==> src/pfa_pkg.sv <==
// shared types and constants for the partition fit allocator
// no dependencies
package pfa_pkg;

    localparam int SLOT_W     = 6;
    localparam int SIZE_W     = 16;
    localparam int PIU_W      = 7;
    localparam int POLICY_W   = 2;
    localparam int CFG_IDX_W  = 2;
    localparam int CFG_DATA_W = 7;

    // register indexes
    localparam logic [CFG_IDX_W-1:0] CFG_FIT_POLICY   = 2'd0;
    localparam logic [CFG_IDX_W-1:0] CFG_PARTS_IN_USE = 2'd1;

    // request kinds
    localparam logic REQ_LOAD  = 1'b0;
    localparam logic REQ_ALLOC = 1'b1;

    typedef enum logic [POLICY_W-1:0] {
        FIT_FIRST = 2'd0,
        FIT_BEST  = 2'd1,
        FIT_WORST = 2'd2
    } fit_policy_t;

    typedef enum logic [1:0] {
        ST_IDLE,
        ST_SCAN,
        ST_DRAIN,
        ST_FINISH
    } pfa_state_t;

    // sequencer to fit unit
    typedef struct packed {
        logic        clear;
        logic        eval;
        fit_policy_t policy;
    } fit_ctl_t;

endpackage

==> src/pfa_ram.sv <==
// generic single-write, single-read ram with registered read data
// no dependencies
module pfa_ram #(
    parameter int WIDTH = 16,
    parameter int DEPTH = 64
) (
    input  logic                                   clk,
    input  logic                                   wr_en,
    input  logic [((DEPTH > 1) ? $clog2(DEPTH) : 1)-1:0] wr_addr,
    input  logic [WIDTH-1:0]                       wr_data,
    input  logic                                   rd_en,
    input  logic [((DEPTH > 1) ? $clog2(DEPTH) : 1)-1:0] rd_addr,
    output logic [WIDTH-1:0]                       rd_data
);

    logic [WIDTH-1:0] mem_reg [DEPTH];
    logic [WIDTH-1:0] rd_data_reg;

    always_ff @(posedge clk)
    begin
        if (wr_en)
        begin
            mem_reg[wr_addr] <= wr_data;
        end
        if (rd_en)
        begin
            rd_data_reg <= mem_reg[rd_addr];
        end
    end

    assign rd_data = rd_data_reg;

endmodule

==> src/pfa_fit_unit.sv <==
// shared subtract and compare unit, one table entry per cycle
// depends on pfa_pkg
module pfa_fit_unit #(
    parameter int SIZE_BITS = 16,
    parameter int IDX_W     = 6
) (
    input  logic                  clk,
    input  logic                  rst_n,
    input  pfa_pkg::fit_ctl_t     ctl,
    input  logic [SIZE_BITS-1:0]  entry_free,
    input  logic [IDX_W-1:0]      entry_idx,
    input  logic [SIZE_BITS-1:0]  req_size,
    output logic                  found,
    output logic [IDX_W-1:0]      best_slot,
    output logic [SIZE_BITS-1:0]  best_left
);
    import pfa_pkg::*;

    logic                 found_reg;
    logic [IDX_W-1:0]     best_slot_reg;
    logic [SIZE_BITS-1:0] best_left_reg;
    logic                 fits;
    logic [SIZE_BITS-1:0] left;
    logic                 better;
    logic                 take;

    always_comb
    begin
        fits = (entry_free >= req_size);
        left = entry_free - req_size;
        unique case (ctl.policy)
            FIT_BEST:  better = (left < best_left_reg);
            FIT_WORST: better = (left > best_left_reg);
            default:   better = 1'b0;   // first fit keeps the first hit
        endcase
        take = ctl.eval && fits && (!found_reg || better);
    end

    always_ff @(posedge clk or negedge rst_n)
    begin
        if (!rst_n)
        begin
            found_reg <= 1'b0;
        end
        else if (ctl.clear)
        begin
            found_reg <= 1'b0;
        end
        else if (take)
        begin
            found_reg <= 1'b1;
        end
    end

    always_ff @(posedge clk)
    begin
        if (take)
        begin
            best_slot_reg <= entry_idx;
            best_left_reg <= left;
        end
    end

    assign found     = found_reg;
    assign best_slot = best_slot_reg;
    assign best_left = best_left_reg;

endmodule

==> src/partition_fit_allocator_core.sv <==
// partition fit allocator top level on pfa_pkg, pfa_ram and pfa_fit_unit
// load: table write in the accept cycle, no result; request: ST_SCAN reads one entry per
// cycle over count = min(partitions_in_use, PARTITIONS) entries, ST_DRAIN, ST_FINISH (at once
// for zero), result into the output register when free; next item accepted once it is there
// rst_n (async, low) clears the config registers, sequencer and output valid
// the free-size table is not cleared and holds garbage until each partition is loaded
module partition_fit_allocator_core #(
    parameter int PARTITIONS = 64,
    parameter int SIZE_BITS  = 16
) (
    input  logic                          clk,
    input  logic                          rst_n,
    // configuration write channel
    input  logic                          cfg_valid,
    output logic                          cfg_ready,
    input  logic [pfa_pkg::CFG_IDX_W-1:0]  cfg_index,
    input  logic [pfa_pkg::CFG_DATA_W-1:0] cfg_data,
    // request channel
    input  logic                          in_valid,
    output logic                          in_stall,
    input  logic                          req_type,
    input  logic [pfa_pkg::SLOT_W-1:0]    slot_index,
    input  logic [pfa_pkg::SIZE_W-1:0]    size_value,
    input  logic                          last_request,
    // result channel
    output logic                          out_valid,
    input  logic                          out_stall,
    output logic                          granted,
    output logic [pfa_pkg::SLOT_W-1:0]    chosen_slot,
    output logic [pfa_pkg::SIZE_W-1:0]    leftover_size,
    output logic                          batch_end
);
    import pfa_pkg::*;

    // table index width and a compare width that holds both the count and PARTITIONS
    localparam int IDX_W = (PARTITIONS > 1) ? $clog2(PARTITIONS) : 1;
    localparam int CNT_W = $clog2(PARTITIONS + 1);
    localparam int CMP_W = (CNT_W > PIU_W) ? CNT_W : PIU_W;

    // configuration registers
    logic [POLICY_W-1:0] fit_policy_reg;
    logic [PIU_W-1:0]    parts_in_use_reg;

    // sequencer state
    pfa_state_t           state_reg, state_next;
    logic [IDX_W-1:0]     idx_reg, idx_next;
    logic [CMP_W-1:0]     count_reg, count_next;
    logic                 eval_valid_reg, eval_valid_next;
    logic [IDX_W-1:0]     eval_idx_reg;
    logic [SIZE_BITS-1:0] req_size_reg;
    logic                 last_reg;

    // output register
    logic                 out_valid_reg, out_valid_next;
    logic                 granted_reg;
    logic [SLOT_W-1:0]    chosen_slot_reg;
    logic [SIZE_W-1:0]    leftover_reg;
    logic                 batch_end_reg;

    // handshake and datapath wires
    logic                 in_take;
    logic                 load_take;
    logic                 alloc_take;
    logic                 out_free;
    logic                 finish_go;
    logic [CMP_W-1:0]     piu_ext;
    logic [CMP_W-1:0]     count_clamped;
    logic                 scan_last;
    logic                 ram_wr_en;
    logic [IDX_W-1:0]     ram_wr_addr;
    logic [SIZE_BITS-1:0] ram_wr_data;
    logic                 ram_rd_en;
    logic [SIZE_BITS-1:0] ram_rd_data;
    fit_ctl_t             fit_ctl;
    logic                 fit_found;
    logic [IDX_W-1:0]     fit_slot;
    logic [SIZE_BITS-1:0] fit_left;

    // the user issues config writes only while idle (not enforced); the port never pushes back
    assign cfg_ready = 1'b1;

    always_ff @(posedge clk or negedge rst_n)
    begin
        if (!rst_n)
        begin
            fit_policy_reg   <= '0;
            parts_in_use_reg <= '0;
        end
        else if (cfg_valid && cfg_ready)
        begin
            unique case (cfg_index)
                CFG_FIT_POLICY:   fit_policy_reg   <= cfg_data[POLICY_W-1:0];
                CFG_PARTS_IN_USE: parts_in_use_reg <= cfg_data[PIU_W-1:0];
                default:          ;   // writes beyond the register list are dropped
            endcase
        end
    end

    // requests are taken only between searches; loads finish in the accept cycle
    assign in_stall   = (state_reg != ST_IDLE);
    assign in_take    = in_valid && !in_stall;
    assign load_take  = in_take && (req_type == REQ_LOAD);
    assign alloc_take = in_take && (req_type == REQ_ALLOC);

    // output slot is free when empty or being drained this cycle
    assign out_free  = !out_valid_reg || !out_stall;
    assign finish_go = (state_reg == ST_FINISH) && out_free;

    // searched count clamped to the table depth
    assign piu_ext       = CMP_W'(parts_in_use_reg);
    assign count_clamped = (piu_ext > CMP_W'(PARTITIONS)) ? CMP_W'(PARTITIONS) : piu_ext;
    assign scan_last     = (CMP_W'(idx_reg) == (count_reg - CMP_W'(1)));

    // next state and sequencer outputs
    always_comb
    begin
        state_next      = state_reg;
        idx_next        = idx_reg;
        count_next      = count_reg;
        eval_valid_next = 1'b0;
        ram_rd_en       = 1'b0;
        unique case (state_reg)
            ST_IDLE:
            begin
                if (alloc_take)
                begin
                    idx_next   = '0;
                    count_next = count_clamped;
                    // nothing to search: refuse straight away
                    state_next = (count_clamped == '0) ? ST_FINISH : ST_SCAN;
                end
            end
            ST_SCAN:
            begin
                // one table read per cycle, data lands next cycle
                ram_rd_en       = 1'b1;
                eval_valid_next = 1'b1;
                idx_next        = idx_reg + IDX_W'(1);
                if (scan_last)
                begin
                    state_next = ST_DRAIN;
                end
            end
            ST_DRAIN:
            begin
                // last entry is evaluated in this cycle
                state_next = ST_FINISH;
            end
            ST_FINISH:
            begin
                if (out_free)
                begin
                    state_next = ST_IDLE;
                end
            end
            default:
            begin
                state_next = ST_IDLE;
            end
        endcase
    end

    always_ff @(posedge clk or negedge rst_n)
    begin
        if (!rst_n)
        begin
            state_reg      <= ST_IDLE;
            eval_valid_reg <= 1'b0;
        end
        else
        begin
            state_reg      <= state_next;
            eval_valid_reg <= eval_valid_next;
        end
    end

    // scan counters and latched request, no reset needed
    always_ff @(posedge clk)
    begin
        idx_reg      <= idx_next;
        count_reg    <= count_next;
        eval_idx_reg <= idx_reg;
        if (alloc_take)
        begin
            req_size_reg <= SIZE_BITS'(size_value);
            last_reg     <= last_request;
        end
    end

    // table write: a load in the accept cycle, or the winner's write-back on finish
    always_comb
    begin
        ram_wr_en   = 1'b0;
        ram_wr_addr = IDX_W'(slot_index);
        ram_wr_data = SIZE_BITS'(size_value);
        if (state_reg == ST_FINISH)
        begin
            ram_wr_en   = finish_go && fit_found;
            ram_wr_addr = fit_slot;
            ram_wr_data = fit_left;
        end
        else if (load_take)
        begin
            // loads outside the table are ignored
            ram_wr_en = (32'(slot_index) < PARTITIONS);
        end
    end

    pfa_ram #(
        .WIDTH (SIZE_BITS),
        .DEPTH (PARTITIONS)
    ) u_free_table (
        .clk     (clk),
        .wr_en   (ram_wr_en),
        .wr_addr (ram_wr_addr),
        .wr_data (ram_wr_data),
        .rd_en   (ram_rd_en),
        .rd_addr (idx_reg),
        .rd_data (ram_rd_data)
    );

    // fit unit cleared at request accept, fed one entry per cycle during the scan
    always_comb
    begin
        fit_ctl.clear  = alloc_take;
        fit_ctl.eval   = eval_valid_reg;
        fit_ctl.policy = fit_policy_t'(fit_policy_reg);
    end

    pfa_fit_unit #(
        .SIZE_BITS (SIZE_BITS),
        .IDX_W     (IDX_W)
    ) u_fit (
        .clk        (clk),
        .rst_n      (rst_n),
        .ctl        (fit_ctl),
        .entry_free (ram_rd_data),
        .entry_idx  (eval_idx_reg),
        .req_size   (req_size_reg),
        .found      (fit_found),
        .best_slot  (fit_slot),
        .best_left  (fit_left)
    );

    // result register
    always_comb
    begin
        out_valid_next = out_valid_reg;
        if (finish_go)
        begin
            out_valid_next = 1'b1;
        end
        else if (out_valid_reg && !out_stall)
        begin
            out_valid_next = 1'b0;
        end
    end

    always_ff @(posedge clk or negedge rst_n)
    begin
        if (!rst_n)
        begin
            out_valid_reg <= 1'b0;
        end
        else
        begin
            out_valid_reg <= out_valid_next;
        end
    end

    always_ff @(posedge clk)
    begin
        if (finish_go)
        begin
            granted_reg     <= fit_found;
            chosen_slot_reg <= fit_found ? SLOT_W'(fit_slot) : '0;
            leftover_reg    <= fit_found ? SIZE_W'(fit_left) : '0;
            batch_end_reg   <= last_reg;
        end
    end

    assign out_valid     = out_valid_reg;
    assign granted       = granted_reg;
    assign chosen_slot   = chosen_slot_reg;
    assign leftover_size = leftover_reg;
    assign batch_end     = batch_end_reg;

endmodule

==> config.mk <==
export PLATFORM = sky130hd
export DESIGN_NAME = partition_fit_allocator_core
export DESIGN_NICKNAME = d
export VERILOG_FILES = /design/src/pfa_pkg.sv /design/src/pfa_ram.sv /design/src/pfa_fit_unit.sv /design/src/partition_fit_allocator_core.sv
export SDC_FILE = /design/constraint.sdc
export NUM_CORES = 1
export LEC_CHECK = 0
export ABC_AREA = 0
export BUFFER_PORTS_ARGS = -buffer_cell sky130_fd_sc_hd__buf_2
export CAP_MARGIN = 30
export CELL_PAD_IN_SITES_DETAIL_PLACEMENT = 0
export CELL_PAD_IN_SITES_GLOBAL_PLACEMENT = 1
export CORE_ASPECT_RATIO = 1.5
export CORE_MARGIN = 3
export CORE_UTILIZATION = 56
export DETAILED_ROUTE_END_ITERATION = 7
export PLACE_DENSITY = 0.85
export SETUP_SLACK_MARGIN = 0.05
export SLEW_MARGIN = 10
export SYNTH_ARGS = -nofsm -noshare
export SYNTH_HDL_FRONTEND = slang
export SYNTH_SLANG_ARGS = --single-unit
export TNS_END_PERCENT = 5
==> constraint.sdc <==
create_clock -name clk -period 6.3 [get_ports clk]
set_input_delay 0.945 -clock clk [delete_from_list [all_inputs] [get_ports clk]]
set_output_delay 0.945 -clock clk [all_outputs]
set_load 0.02 [all_outputs]
# ---- Word level (Yosys, flattened, before mapping)
# Memory sizes are Yosys's and may differ from the RTL's. A register that Yosys moved wholly into a read port is not among the register bits.
# Cells that the tools add are included.
dict set report totals {
  reg_bits 96
  ramBits 1024
  memories 1
}
# name depth word_bits read_ports rd_clocked_by_memory_dff wr line
set memory_table {}
lappend memory_table {u_free_table.mem_reg 64 16 1 1 1 pfa_ram.sv:16} ;# logic [WIDTH-1:0] mem_reg [DEPTH];
dict set report op_classes {
  n_addsub 3
  n_lt_le_gt_ge 4
  eq_ne 10
  n_mux 20
  n_bitwise 1
  reduce_logical 26
}
# op n
set op_table {}
lappend op_table {{16-bit >= comparator} 1}
lappend op_table {{16-bit > comparator} 1}
lappend op_table {{16-bit < comparator} 1}
lappend op_table {{16-bit 2-to-1 mux} 1}
lappend op_table {{16-bit subtractor} 1}
lappend op_table {{6-bit 2-to-1 mux} 2}
lappend op_table {{6-bit one-hot mux with 2 select lines} 1}
lappend op_table {{1-bit 2-to-1 mux} 9}
lappend op_table {{1-bit logical AND} 8}
lappend op_table {{2-bit 2-to-1 mux} 4}
lappend op_table {{2-bit one-hot mux with 4 select lines} 1}
lappend op_table {{2-bit AND reduction} 4}
lappend op_table {{2-bit nonzero test} 4}
lappend op_table {{6-bit by 7-bit == test with 1-bit output} 1}
lappend op_table {{7-bit > comparator, second input constant} 1}
lappend op_table {{7-bit logical NOT} 1}
lappend op_table {{7-bit 2-to-1 mux} 1}
lappend op_table {{7-bit by 1-bit subtractor with 7-bit output, second input constant} 1}
lappend op_table {{6-bit by 1-bit adder with 6-bit output, second input constant} 1}
lappend op_table {{2-bit by 1-bit == test with 1-bit output, second input constant} 3}
lappend op_table {{2-bit == test, second input constant} 3}
lappend op_table {{2-bit inequality test, second input constant} 3}
lappend op_table {{1-bit logical NOT} 4}
lappend op_table {{2-bit logical NOT} 2}
lappend op_table {{4 further kinds} 5}

# ---- Logic depth before layout (Yosys ltp)
dict set report depth {
  word_depth 8
  mapped_depth 14
  mapped_depth_nobuf 14
}

# ---- Modules after synthesis
# A second synthesis with hierarchy kept.
dict set report unflattened {
  hier_cells 2274
  area_unflattened_um2 45496.1
}
# mod instances cells_per_inst area_each_um2 seq_area_each_um2
set by_module_without_submodules {}
lappend by_module_without_submodules {pfa_ram 1 1829 40202.3 31230.0}
lappend by_module_without_submodules {partition_fit_allocator_core 1 217 3186.8 2067.0}
lappend by_module_without_submodules {pfa_fit_unit 1 228 2107.0 685.7}

# ---- Least setup slack after synthesis
# No wires, ideal clock.
dict set report synth_timing {
  path_kind {register to register}
  from {register u_free_table.rd_data_reg[8], in the netlist u_free_table.rd_data[8], read port of u_free_table.mem_reg}
  to {register u_fit.best_left_reg[0], in the netlist u_fit.best_left[0] (enable)}
  setup_time_ns 0.381
  arrival_time_ns 3.724
  slack_ns 2.196
  stages_incl_launch_ff 14
  period_less_slack_ns 4.104
  path_cell_list {edfxtp_1 -> ha_1 -> clkbuf_1 -> and3_1 -> nand3_1 -> a211oi_1 -> nor2_1 -> o311ai_0 -> ha_1 -> nand4_1 -> or4_1 -> a21o_1 -> a31oi_1 -> o311a_1}
}
dict set report synth_via {
  elab_chain_cells 5
  elab_cells_between_ends 8
  classes_between {1 x add/sub; 3 x order compare; 1 x mux; 3 x reduce/logical}
}
# item line
set synth_lines {}
lappend synth_lines {{start, declared} pfa_ram.sv:17} ;# logic [WIDTH-1:0] rd_data_reg;
lappend synth_lines {{16-bit subtractor (*)} pfa_fit_unit.sv:30} ;# left = entry_free - req_size;
lappend synth_lines {{net u_fit.left[15]} pfa_fit_unit.sv:23} ;# logic [SIZE_BITS-1:0] left;
lappend synth_lines {{16-bit > comparator or 16-bit < comparator (tied branches)} {pfa_fit_unit.sv:33, pfa_fit_unit.sv:32}}
lappend synth_lines {{1-bit one-hot mux with 2 select lines (*)} pfa_fit_unit.sv:31} ;# unique case (ctl.policy)
lappend synth_lines {{1-bit logical OR (*)} pfa_fit_unit.sv:36} ;# take = ctl.eval && fits && (!found_reg || better);
lappend synth_lines {{1-bit logical AND (*)} pfa_fit_unit.sv:36}
lappend synth_lines {{net u_fit.take} pfa_fit_unit.sv:25} ;# logic take;
lappend synth_lines {{end signal, assigned} pfa_fit_unit.sv:60} ;# best_left_reg <= left;
lappend synth_lines {{end, declared} pfa_fit_unit.sv:21} ;# logic [SIZE_BITS-1:0] best_left_reg;
# The timed path passes the listed nets; every way through them passes the cells marked *.
# A chain may end at the register's enable or synchronous reset.

# ---- Worst setup path in the final report
# Ends and elaborated chain as after synthesis.

==> metrics.txt <==
status=finished clean; most used cell, CP=ha_1; Setup WS post-layout=1.44 ns; sequence of cells on the critical path=ha_1 -> and3_1 -> nand3_1 -> a211oi_1 -> nor2_1 -> o311ai_0 -> ha_1 -> nand4_1 -> a21oi_1 -> a2111oi_0 -> and4_1 -> o311a_1 -> buf_8; Final Slew Violations=0; leading area contributor after synthesis=edfxtp_1; slowest stage delay, CP=0.70 ns; sequential area share after synthesis=0.756; Initial Utilization=0.568; Mapped Cells=2,195; Post-CTS Hold Buffers=0; FFs w/ async S/R, synth=0.0123; Peak VDD IR=331 µV; CTS tree=done; Reg area=34,000 µm²; Place WS=1.12 ns; simple-gate portion of the synthesized area=0.0345; Hold Violations, Final=0; max_cap viols=0; commonest non-fill, non-tap cell in the layout=edfxtp_1; Avg WL per Cell=30.2 µm; clock latency at the later pin of the worst-skew pair=0.67 ns; final WL=105 mm; fillers=5,005; multi-input logic area=10,200 µm²; PwrDens=448 nW/µm²; first-pass GRT wire length=156 mm; Core Box Area=79,100 µm²; register bit total from synthesis=1,136; post-synthesis mux area share=0.147; nets=2,459; Compound-Gate Fraction of Synth Area=0.0295; clk sinks=1,136; Final Cycle Share=0.772; synthesized area=45,000 µm²; vias in the first global route=23,600; Die Y-Extent=353 µm; remaining antenna violation count after routing=0; layout cells sized above 1=0.271; Largest register FFs=1,024; Leak=16.3 nW; root buffer cell=clkbuf_16; initial antenna violation count=4; min Tclk post-route=4.86 ns; RSZ-0062 raised after global routing=false; Synth top area share=0.745; clock-pin transition on the worst setup and hold timing paths=0.07 ns; post-synth cell types=65; Longest Clk Path Bufs=3; post-CTS setup buffers=0; Hold Path Class=in -> async; fmax=206 MHz; type of origin of the critical path=flip-flop; Critical-path top delay cell=a2111oi_0; hold_ws=0.181 ns; vias per cell=6.54; DP HPWL=65.2 mm; final clock skew=0.0201 ns; overall routing resource usage=0.255; Mapped Nets=2,275; post-CTS resize count=0; # rows=126; WP data arrival=5.23 ns; Post-Synth Adder-Cell Area=0.0119; Initial DRC Count=2,731; Post-synth EDFFs=1,116; Syn Area/Cell=20.5 µm²; # port buffers=63; largest family of logic cells by synthesized area=multiplexers; Primary FF master, synth=edfxtp_1; P&R area growth vs syn=12.6%; grt ovf=0; WS Path Type=reg -> reg; Ys Warns=0; ranking of synthesized cells by area=edfxtp_1 (75%), mux4_2 (13%), ha_1 (1.1%), nor2_1 (1.0%), mux2_2 (0.90%); CTS Buf Count=96; Crit. End Element=flip-flop; pin count of the biggest net entering global routing=134; relative slew slack=0.297; CP required=6.67 ns; xor and xnor area share after synthesis=0.00390; Least-Margin Pin Slew=1.05 ns; Final setup violation count=0; worst-path fanout max=16; via count=22,800; drt pass-1 iters=5; Die Width=237 µm; DRC errors left=0; most frequent cells in the layout=edfxtp_1 (1,116), mux4_2 (266), nor2_1 (103), clkbuf_16 (97), buf_4 (89); setup TNS=0 ns; H-tree Lvls=3; GP Congestion=0.878; die area=83,800 µm²; IO Count=65
-- cells in the mapped netlist, types with 4 or more instances --
cell type  count
dfrtp_1       14
a31oi_1        5
nand2_1       50
a21o_1         4
buf_4         18
or2_2          4
buf_1         14
nor3_1        30
dfxtp_1        6
o211ai_1       6
and2_1         7
nor2b_1       36
nor2_1       120
a21oi_1       38
o22ai_1       23
xnor2_1       12
edfxtp_1    1116
ha_1          41
nand4_1        7
o32ai_1        4
buf_2         15
a211oi_1      23
or4_1         11
xor2_1         8
mux2_2        36
nand2b_1       8
clkbuf_1      42
and4_1         4
buf_6         10
o21ai_0       24
or3_1          4
inv_1         56
nand3_1       27
a22oi_1       46
mux4_2       266
mux2i_1       14
-- metrics by stage --
stage,instance area [µm²],cells,power (mW),utilization
6_report,50600,3486,22.7,0.640
5_1_grt,50600,3485,23.5,0.640
3_3_place_gp,46800,3273,16.2,0.591
3_5_place_dp,47200,3300,16.6,0.597
4_1_cts,50500,3480,22.8,0.639
2_1_floorplan,45000,2195,14.1,-
-- critical path, delay by kind of cell, from the launching register on --
family | cells | cell delay [ns]
adders and majority gates | 2 | 0.80
and+or+nand+nor | 5 | 1.02
AOI/OAI and AO/OA | 5 | 2.14
DFF | 1 | 0.38
buffers and inverters | 1 | 0.23
-- final cells by class --
type,instances,area share
clock buffer,106,0.0486
sequential,1136,0.671
inverter,57,0.00423
tap,1024,0.0253
multi-input combinational,899,0.202
timing repair buffer,189,0.0314
antenna,1,0.0000494
clock inverter,74,0.0170
-- final timing paths --
path | cells past startpoint | end | slack, ns | start
max | 13 | u_fit.best_left[0] | 1.44 | u_free_table.rd_data[8]
min | 1 | eval_valid_reg | 0.18 | rst_n
max reg2reg | 13 | u_fit.best_left[0] | 1.44 | u_free_table.rd_data[8]
min reg2reg | 0 | u_fit.best_slot[1] | 0.40 | eval_idx_reg[1]
max in group asynchronous | 1 | parts_in_use_reg[4] | 5.85 | rst_n
min in group clk | 0 | u_fit.best_slot[1] | 0.40 | eval_idx_reg[1]
-- per-layer routing --
layer | global-route usage | share of wire | routed length (µm)
met5 | 0 | 0.00026 | 27
met4 | 0.131 | 0.056 | 5940
met3 | 0.0338 | 0.073 | 7680
met2 | 0.438 | 0.52 | 54600
met1 | 0.319 | 0.35 | 37000
-- report_power, final --
group | switching [mW] | internal (mW)
combinational | 4.29 | 2.71
clock | 2.70 | 3.51
sequential | 0.159 | 9.32
-- cell families after synthesis --
family | Yosys count
AOI/OAI and AO/OA | 197
xor gates and xnor gates | 20
adders and majority gates | 42
buffers and inverters | 160
DFF | 1136
muxes | 318
other | 1
and+or+nand+nor | 321
(Power assumes the default switching activity.)
